## src/sv/sui_pkg.sv

```systemverilog
// Package for the segment intersection unit: widths, channel payload types
// and the record that travels down the divider cell chain. No dependencies.
`default_nettype none
package sui_pkg;

	localparam int COORD_BITS = 16;
	localparam int DIF_W = COORD_BITS + 1;        // coordinate difference
	localparam int PRD_W = 2 * COORD_BITS;        // product of two coordinates
	localparam int CC_W = 2 * COORD_BITS + 1;     // cross product of two points
	localparam int XP_W = 2 * COORD_BITS + 2;     // product of two differences
	localparam int DEN_W = 2 * COORD_BITS + 3;    // d, tn, un
	localparam int PP_W = 2 * COORD_BITS + 2;     // partial product of a numerator
	localparam int NUM_W = 3 * COORD_BITS + 3;    // numerator of a coordinate

	localparam logic [COORD_BITS-1:0] SAT_POS = {1'b0, {(COORD_BITS - 1){1'b1}}};
	localparam logic [COORD_BITS-1:0] SAT_NEG = {1'b1, {(COORD_BITS - 1){1'b0}}};

	typedef struct packed {
		logic signed [COORD_BITS-1:0] seg1_start_x;
		logic signed [COORD_BITS-1:0] seg1_start_y;
		logic signed [COORD_BITS-1:0] seg1_end_x;
		logic signed [COORD_BITS-1:0] seg1_end_y;
		logic signed [COORD_BITS-1:0] seg2_start_x;
		logic signed [COORD_BITS-1:0] seg2_start_y;
		logic signed [COORD_BITS-1:0] seg2_end_x;
		logic signed [COORD_BITS-1:0] seg2_end_y;
	} query_t;

	typedef struct packed {
		logic                         hit;
		logic                         parallel;
		logic signed [COORD_BITS-1:0] point_x;
		logic signed [COORD_BITS-1:0] point_y;
	} result_t;

	typedef struct packed {
		logic hit;
		logic parallel;
		logic neg_x;
		logic neg_y;
		logic sat_x;
		logic sat_y;
	} flags_t;

	typedef struct packed {
		logic [NUM_W-1:0]      rem_x;
		logic [NUM_W-1:0]      rem_y;
		logic [DEN_W-1:0]      dmag;
		logic [COORD_BITS-1:0] q_x;
		logic [COORD_BITS-1:0] q_y;
		flags_t                flags;
	} cell_t;

endpackage
`default_nettype wire

```

## src/sv/sui_div_cell.sv

```systemverilog
// One restoring division cell: settles one quotient bit for both coordinates.
// Depends on sui_pkg for the cell record.
`default_nettype none
module sui_div_cell
	import sui_pkg::*;
#(
	parameter int SHIFT = 0
) (
	input  logic  clk,
	input  logic  arst_n,
	input  logic  up_valid,
	output logic  up_ready,
	input  cell_t up_data,
	output logic  dn_valid,
	input  logic  dn_ready,
	output cell_t dn_data
);

	logic             valid_q;
	cell_t            data_q;
	cell_t            nxt;
	logic [NUM_W-1:0] dsh;
	logic [NUM_W:0]   tx;
	logic [NUM_W:0]   ty;

	assign dsh = NUM_W'(up_data.dmag) << SHIFT;
	assign tx = {1'b0, up_data.rem_x} - {1'b0, dsh};
	assign ty = {1'b0, up_data.rem_y} - {1'b0, dsh};

	always_comb begin
		nxt = up_data;
		if (!tx[NUM_W]) begin
			nxt.rem_x = tx[NUM_W-1:0];
			nxt.q_x[SHIFT] = 1'b1;
		end
		if (!ty[NUM_W]) begin
			nxt.rem_y = ty[NUM_W-1:0];
			nxt.q_y[SHIFT] = 1'b1;
		end
	end

	assign up_ready = !valid_q || dn_ready;

	always_ff @(posedge clk or negedge arst_n) begin
		if (!arst_n) begin
			valid_q <= 1'b0;
		end else if (up_ready) begin
			valid_q <= up_valid;
		end
	end

	always_ff @(posedge clk) begin
		if (up_ready && up_valid) begin
			data_q <= nxt;
		end
	end

	assign dn_valid = valid_q;
	assign dn_data = data_q;

endmodule
`default_nettype wire

```

## config.mk

```make
export PLATFORM = sky130hd
export DESIGN_NAME = sui_div_cell
export DESIGN_NICKNAME = d
export VERILOG_FILES = /design/src/sv/sui_pkg.sv /design/src/sv/sui_div_cell.sv
export SDC_FILE = /design/constraint.sdc
export NUM_CORES = 1
export LEC_CHECK = 0
export ABC_AREA = 1
export BUFFER_PORTS_ARGS = -buffer_cell sky130_fd_sc_hd__buf_2
export CAP_MARGIN = 15
export CORE_ASPECT_RATIO = 1.2
export CORE_UTILIZATION = 40
export CTS_CLUSTER_SIZE = 24
export DETAILED_ROUTE_END_ITERATION = 10
export HOLD_SLACK_MARGIN = 0.1
export PLACE_DENSITY_LB_ADDON = 0.2
export SETUP_SLACK_MARGIN = 0.02
export SYNTH_ARGS = -nofsm -noshare
export SYNTH_HDL_FRONTEND = slang
export SYNTH_SLANG_ARGS = --single-unit
```

## constraint.sdc

```tcl
create_clock -name clk -period 10.4 [get_ports clk]
set_clock_uncertainty 0.15 [all_clocks]
set_input_delay 1.56 -clock clk [delete_from_list [all_inputs] [get_ports clk]]
set_output_delay 1.56 -clock clk [all_outputs]
set_load 0.05 [all_outputs]
```

==> results of run 1 <==
[final cells by class]
cell class                 count  area, um^2  area share, %
antenna                        2       5.005        0.02968
clock buffer                  17       425.4          2.523
clock inverter                15       110.1         0.6530
inverter                     412        1549          9.187
multi-input combinational   1452        7117          42.21
sequential                   176        5280          31.31
tap                          456       570.5          3.384
timing repair buffer         357        1804          10.70
[synthesized netlist by cell type, types with 8 or more instances]
cell      count
nand2_1     829
inv_1       401
edfxtp_1    175
nor2_1      174
nand3_1      93
ha_1         70
nand4_1      40
o21ai_0      38
xnor2_1      37
a21oi_1      33
a21oi_2      26
nor3_1       19
xor2_1       13
and2_1       12
nand2_2      10
nand3b_1     10
inv_2         9
buf_6         8
o21ai_2       8
[power by group through the flow]
| stage | registers (mW) | logic (mW) | clock network, mW |
|---|---|---|---|
| final | 0.872 | 0.764 | 0.615 |
| after global routing | 0.877 | 0.828 | 0.647 |
| after CTS | 0.873 | 0.766 | 0.624 |
| after detailed placement | 0.888 | 0.762 | 0 |
| after global placement | 0.888 | 0.761 | 0 |
| after floorplan | 1.08 | 0.335 | 0 |
[critical path, stage by stage]
cell	delay [ns]
buf_2	0.11
inv_1	0.07
ha_1	0.37
nand2_1	0.14
inv_1	0.05
nand2_1	0.06
nand2_1	0.06
a21oi_1	0.24
nand3_2	0.17
nand2_1	0.18
nand2_2	0.33
inv_2	0.53
buf_4	0.55
o21ai_0	0.16
[worst paths after layout]
path | end | from
worst min register to register | dn_valid$_DFFE_PN0N_ | dn_valid$_DFFE_PN0N_
max in group asynchronous | dn_valid$_DFFE_PN0N_ | arst_n
worst max register to register | dn_data[109]$_DFFE_PP_ | dn_valid$_DFFE_PN0N_
worst max-delay path | dn_data[135]$_DFFE_PP_ | up_data[51]
min in group asynchronous | dn_valid$_DFFE_PN0N_ | arst_n
worst min-delay path | dn_valid$_DFFE_PN0N_ | dn_valid$_DFFE_PN0N_
[cell families after synthesis]
logic type	after synthesis	share of synthesized area, %
buf+inv	429	12.05
xor+xnor	50	3.110
compound gates	114	5.118
fa+ha+maj	72	6.504
simple gates	1216	35.73
flops	176	37.49
[metrics by stage]
| step | hold WS, ns | instance area, um^2 | cells |
|---|---|---|---|
| 2_1_floorplan | 0.9964 | 14090 | 2057 |
| 3_3_place_gp | 0.4068 | 16320 | 2853 |
| 3_5_place_dp | 0.4190 | 16320 | 2853 |
| 4_1_cts | 0.4385 | 16860 | 2885 |
| 5_1_grt | 0.4691 | 16860 | 2887 |
| 6_report | 0.4404 | 16860 | 2887 |
[sequential cells by signal, indices dropped and copies added, names as in the netlist]
register	count
dn_data	175
dn_valid	1
[routing by layer]
metal / vias to the layer above / track usage [%]
li1: 7091 / -
met4: 0 / 13.92
met5: - / 0
met3: 93 / 2.894
met2: 389 / 52.39
met1: 6303 / 34.16
==> metrics.md, run 1 <==
| Metric | Value |
|---|---|
| Via count | `13,880` |
| Crit path max fanout | `40` |
| PostCTS Resize Cnt | `0` |
| Crit path DAT | `4.63 ns` |
| Part of the power in registers | `38.8%` |
| Detail Route Antenna Nets | `0` |
| Avg Inst Size Synth | `a little under 7 um^2` |
| Post-synth EDFFs | `175` |
| Pre-antenna DRT Iters | `5` |
| TritonCTS Sinks | `around 180` |
| Final critical-path required period | `between 4 and 5 ns` |
| Share of layout cells above drive strength 1 | `19.06%` |
| Nets | `around 2,700` |
| Row Count | `74` |
| HP Class | `reg2reg` |
| Total core area | `about 34,000 um^2` |
| Routed wl met2 | `roughly 26,000 um` |
| IO Pins | `356` |
| DRT met1 WL | `approximately 22,000 um` |
| CTS Hold Bufs | `0` |
| First-pass GRT wire length | `slightly below 80,000 um` |
| Max Root-Sink Buffers | `2` |
| Iteration-0 DRC Markers | `slightly below 900` |
| Final HPWL DP | `approximately 44,000 um` |
| Clk network pwr share | `~27%` |
| Sequential cell area fraction in the yosys report | `between 30% and 40%` |
| Worst Tran Pin Value | `slightly above 1 ns` |
| Total power | `~2.3 mW` |
| CTS clock-pin slew for the worst setup and hold paths | `about 0.07 ns` |
| Peak supply drop | `96.04 uV` |
| Largest net degree at the start of global routing | `approximately 180` |
| Max-slew violations | `0` |
| Pwr dens | `between 100 and 150 nW/um^2` |
| DRC | `0` |
| Combinational power share | `roughly 34%` |
| Post-synth design cell area | `around 14,000 um^2` |
| CTS buffer count | `17` |
| Critical path type | `in2reg` |
| Max Cap Violations | `0` |
| CP required | `around 10 ns` |
| Startpoint class of the critical path | `input port` |
| Worst setup margin | `around 5.8 ns` |
| Full die area | `about 36,000 um^2` |
| Static Leak | `about 8.9 nW` |
| FMAX | `about 220 MHz` |
| IO Port Bufs | `between 300 and 400` |
| R2R cell count | `2` |
| Top cells by area, synth | `edfxtp_1, nand2_1, inv_1` |
| Worst Hold Depth | `2` |
| Yosys cell types | `41` |
| Final core occ | `between 40% and 50%` |
| Top-area cell type share of the netlist area | `37.32%` |
| Post-Syn Nets | `roughly 2,300` |
| Starting Density | `41.00%` |
| Sw power | `about 880 uW` |
| RSZ-0062 raised after global routing | `false` |
| Internal Power | `1.371 mW` |
| Most frequent cells in the layout | `nand2_1, inv_1, buf_2, edfxtp_1, nor2_1` |
| Synth-to-Final Area Change | `19.73%` |
| Sum of negative setup slack | `0 ns` |
| Top layer in use | `met4` |
| Switching Fraction | `between 30% and 40%` |
| Pre-CTS setup slack | `roughly 5.4 ns` |
| GPL Wtd Cong | `0.9769` |
| Cell taking the most area after synthesis | `edfxtp_1` |
| Met3 WL | `approximately 1700 um` |
| Worst-skew pair later-pin latency | `between 0.4 and 0.5 ns` |
| Run status | `finished clean` |
| CTS tree | `built` |
| Final Hold Viols | `0` |
| Root Buffer | `clkbuf_16` |
| Tcrit/Tclk final | `between 40% and 50%` |
| Postcts setup bufs | `0` |
| Synth Flop Type | `edfxtp_1` |
| Number of global-route vias before repair | `about 14,000` |
| Total grt overflow | `0` |
| CTS H-tree lvls | `4` |
| Setup Viol. Count Final | `0` |
| FILL cells | `3,579` |
| Die height | `roughly 210 um` |
| #FFs+latches synth | `approximately 180` |
| Initial antenna violation count | `2` |
| Crit. End Element | `register` |
| Syn. warnings | `0` |
| Normalized max-slew margin | `about a third` |
| Post-DR wirelength/cell | `roughly 18 um` |
| Reg-to-reg setup timing slack | `between 8 and 9 ns` |
| Vias per cell | `4.806` |
| GR Util All Layers | `between 20% and 30%` |
| Ys async rst share | `0.5682%` |
| Post-Syn Instances | `2,057` |
| Most common cell after layout, fill and taps aside | `nand2_1` |
| Routed WL | `51,910 um` |
| Die width | `173.3 um` |
Note: power is estimated with default switching activity, not from simulation.
==> run 2, diff against run 1 <==
--- a/config.mk
+++ b/config.mk
@@ -5,7 +5,7 @@
 export SDC_FILE = /design/constraint.sdc
 export NUM_CORES = 1
 export LEC_CHECK = 0
-export ABC_AREA = 1
+export ABC_AREA = 0
 export BUFFER_PORTS_ARGS = -buffer_cell sky130_fd_sc_hd__buf_2
 export CAP_MARGIN = 15
 export CORE_ASPECT_RATIO = 1.2
==> constraint.sdc (replaced) <==
create_clock -name clk -period 4.6 [get_ports clk]
set_clock_uncertainty 0.15 [all_clocks]
set_input_delay 0.69 -clock clk [delete_from_list [all_inputs] [get_ports clk]]
set_output_delay 0.69 -clock clk [all_outputs]
set_load 0.05 [all_outputs]
==> run 2 against run 1 <==
Design area down 18%; total power rose by 130%; wire length decreased by 36%; synthesized cell count decreased by 48%; largest power group unchanged; worst hold slack lost 0.18 ns.
==> metrics.md, run 2 <==
| Metric | Value |
|---|---|
| Max Cap Violations | `0 (unchanged)` |
| Synth-to-Final Area Change | `25.34%` |
| Share of layout cells above drive strength 1 | `29.84% (+11 points)` |
| Max Root-Sink Buffers | `2 (unchanged)` |
| Via count | `9,424 (-32%)` |
| Pre-CTS setup slack | `0.4209 ns (-4.946 ns)` |
| Top-area cell type share of the netlist area | `47.84% (+11 points)` |
| Final critical-path required period | `approximately 3.7 ns` |
| Post-synth EDFFs | `175 (unchanged)` |
| Row Count | `66 (-11%)` |
| Sum of negative setup slack | `0 ns (unchanged)` |
| Max FFs per register | `175 (unchanged)` |
| Most common cell after layout, fill and taps aside | `buf_2` |
| DRC | `0 (unchanged)` |
| Detail Route Antenna Nets | `0 (unchanged)` |
| Ys async rst share | `0.5682% (unchanged)` |
| Crit path max fanout | `7 (-83%)` |
| CTS H-tree lvls | `4 (unchanged)` |
| Count leader, synth | `edfxtp_1` |
| IO Port Bufs | `355 (unchanged)` |
| Largest net degree at the start of global routing | `88 (-50%)` |
| RSZ-0062 raised after global routing | `false` |
| Total core area | `27,090 um^2 (-21%)` |
| Total grt overflow | `0 (unchanged)` |
| Sequential cell area fraction in the yosys report | `48.06% (+11 points)` |
| Crit. End Element | `register` |
| #FFs+latches synth | `176 (unchanged)` |
| Root Buffer | `clkbuf_16` |
| Top cells by area, synth | `edfxtp_1, ha_1, a21oi_1` |
| CP max stage cell | `fa_1` |
| Full die area | `28,130 um^2 (-22%)` |
| HP Class | `in2reg` |
| Worst setup margin | `0.8871 ns (-4.913 ns)` |
| GR Util All Layers | `23.61% (-5.4 points)` |
| GPL Wtd Cong | `0.9030 (-7.6%)` |
| IO Pins | `356 (unchanged)` |
| FILL cells | `2,555 (-29%)` |
| Post-synth design cell area | `10,990 um^2 (-22%)` |
| Avg Inst Size Synth | `10.34 um^2 (+51%)` |
| Setup Viol. Count Final | `0 (unchanged)` |
| CP cell instances | `buf_2, inv_1, ha_1, inv_1, fa_1, a211oi_1, o21ai_0, a21oi_1, o2bb2ai_1, o21ai_0, o22ai_1, o311a_1, nand4b_1, xnor2_1` |
| PostCTS Resize Cnt | `0 (unchanged)` |
| Post-Syn Nets | `1,313 (-43%)` |
| Yosys cell types | `68 (+66%)` |
| Syn. warnings | `0 (unchanged)` |
| Most frequent cells in the layout | `buf_2, edfxtp_1, a21oi_1, nor2_1, ha_1` |
| Nets | `1,659 (-38%)` |
| Initial antenna violation count | `7 (+5)` |
| Die width | `153.3 um (-12%)` |
| CTS buffer count | `17 (unchanged)` |
| TritonCTS Sinks | `176 (unchanged)` |
| Starting Density | `40.56% (-0.44 points)` |
| CTS tree | `built` |
| CP required | `4.64 ns (-5.79 ns)` |
| Synth Flop Type | `edfxtp_1` |
| Peak supply drop | `243.7 uV (+150%)` |
| Pwr dens | `369.9 nW/um^2 (+180%)` |
| Crit path DAT | `3.75 ns (-0.88 ns)` |
| Cell Area, Placed | `13,110 um^2 (-20%)` |
| Number of global-route vias before repair | `9,243 (-33%)` |
| Final HPWL DP | `26,530 um (-40%)` |
| Postcts setup bufs | `0 (unchanged)` |
| Footprint of the multi-input gates | `5321 um^2 (-25%)` |
| Die height | `183.5 um (-12%)` |
| Cell taking the most area after synthesis | `edfxtp_1` |
| Reg-to-reg setup timing slack | `2.36 ns (-6.05 ns)` |
| Post-DR wirelength/cell | `18.81 um (+4.6%)` |
| Run status | `finished clean` |
| FMAX | `269.3 MHz` |
| Startpoint class of the critical path | `input port` |
| Tcrit/Tclk final | `80.72%` |
| Post-Syn Instances | `1,062 (-48%)` |
| Post-route design area | `13,770 um^2 (-18%)` |
| Worst-skew pair later-pin latency | `0.44 ns (-0.02 ns)` |
| Critical path type | `in2reg` |
| Static Leak | `5.894 nW (-33%)` |
| Largest stage delay on the critical path | `0.42 ns (-0.13 ns)` |
| Normalized max-slew margin | `53.19% (+21 points)` |
| Commonest cells post-synth | `edfxtp_1, a21oi_1, nor2_1` |
| CTS clock-pin slew for the worst setup and hold paths | `0.07 ns (about the same)` |
| Max-slew violations | `0 (unchanged)` |
| Routed WL | `33,230 um (-36%)` |
| FF/Latch Area | `5280 um^2 (unchanged)` |
| Final Hold Viols | `0 (unchanged)` |
| Iteration-0 DRC Markers | `446 (-49%)` |
| Worst Tran Pin Value | `0.6949 ns (-0.3198 ns)` |
| Vias per cell | `5.336 (+11%)` |
| First-pass GRT wire length | `50,360 um (-35%)` |
| Pre-antenna DRT Iters | `5 (unchanged)` |
-- run 2: cell type report --
| type | count | share of cell area, % |
|---|---|---|
| Tap cell | 340 | 3.089 |
| Clock inverter | 11 | 1.299 |
| Inverter | 57 | 1.554 |
| Clock buffer | 21 | 3.344 |
| Multi-Input combinational cell | 793 | 38.65 |
| Timing Repair Buffer | 363 | 13.63 |
| Sequential cell | 176 | 38.35 |
| Antenna cell | 5 | 0.09087 |
-- run 2: logic make-up (layout without fill, tap and decap cells) --
logic type / Yosys count / count (layout) / share of synthesized area, %
compound gates: 306 / 306 / 16.82
xor+xnor: 97 / 97 / 7.733
fa+ha+maj: 72 / 72 / 8.337
buf+inv: 93 / 452 / 3.531
flops: 176 / 176 / 48.06
mux: 13 / 13 / 1.503
other cells: 0 / 5 / 0
simple gates: 305 / 305 / 14.01
-- run 2: critical path, delay by kind of cell --
| family | cells | cell delay [ns] |
|---|---|---|
| XOR/XNOR | 1 | 0.16 |
| buffers and inverters | 3 | 0.20 |
| AO/OA/AOI/OAI | 7 | 1.98 |
| adder cells (fa/ha/maj) | 2 | 0.57 |
| AND/OR/NAND/NOR | 1 | 0.16 |
-- run 2: path summary, 6_finish.rpt --
| kind | start | to | cells past startpoint |
|---|---|---|---|
| max in group asynchronous | arst_n | dn_valid$_DFFE_PN0N_ | 2 |
| min in group asynchronous | arst_n | dn_valid$_DFFE_PN0N_ | 2 |
| min reg2reg | dn_valid$_DFFE_PN0N_ | dn_valid$_DFFE_PN0N_ | 2 |
| max reg2reg | dn_valid$_DFFE_PN0N_ | dn_data[73]$_DFFE_PP_ | 3 |
| min | up_data[14] | dn_data[14]$_DFFE_PP_ | 1 |
| max | up_data[124] | dn_data[170]$_DFFE_PP_ | 14 |
-- run 2: timing repair --
| item | in CTS | in global routing |
|---|---|---|
| hold buffers | 1 | 0 |
| endpoints found under the hold margin | 1 | 0 |
| endpoints found under the setup margin | 0 | 0 |
-- run 2: per-stage QoR --
stage	utilization [%]	hold slack [ns]	power (mW)	std cells
floorplan	-	0.2444	3.089	1062
global placement	48.39	0.3195	3.493	1728
detailed placement	48.39	0.3180	3.500	1728
CTS	50.79	0.2445	5.132	1761
global route	50.80	0.2448	5.311	1762
finish	50.84	0.2646	5.094	1766
-- run 2: routing by layer --
metal,vias up,wire (um),GRT usage (%)
met5,-,26,0
met4,4,539,7.434
met1,4420,13350,26.66
li1,4638,-,-
met3,36,2227,6.129
met2,326,17080,43.21
-- run 2: power breakdown --
part / leakage [nW] / internal [mW] / switching, mW / total (mW)
registers: 1.67 / 1.94 / 0.0302 / 1.97
clock network: 0.310 / 0.948 / 0.677 / 1.63
logic: 3.91 / 0.467 / 1.03 / 1.49
total: 5.89 / 3.36 / 1.74 / 5.09
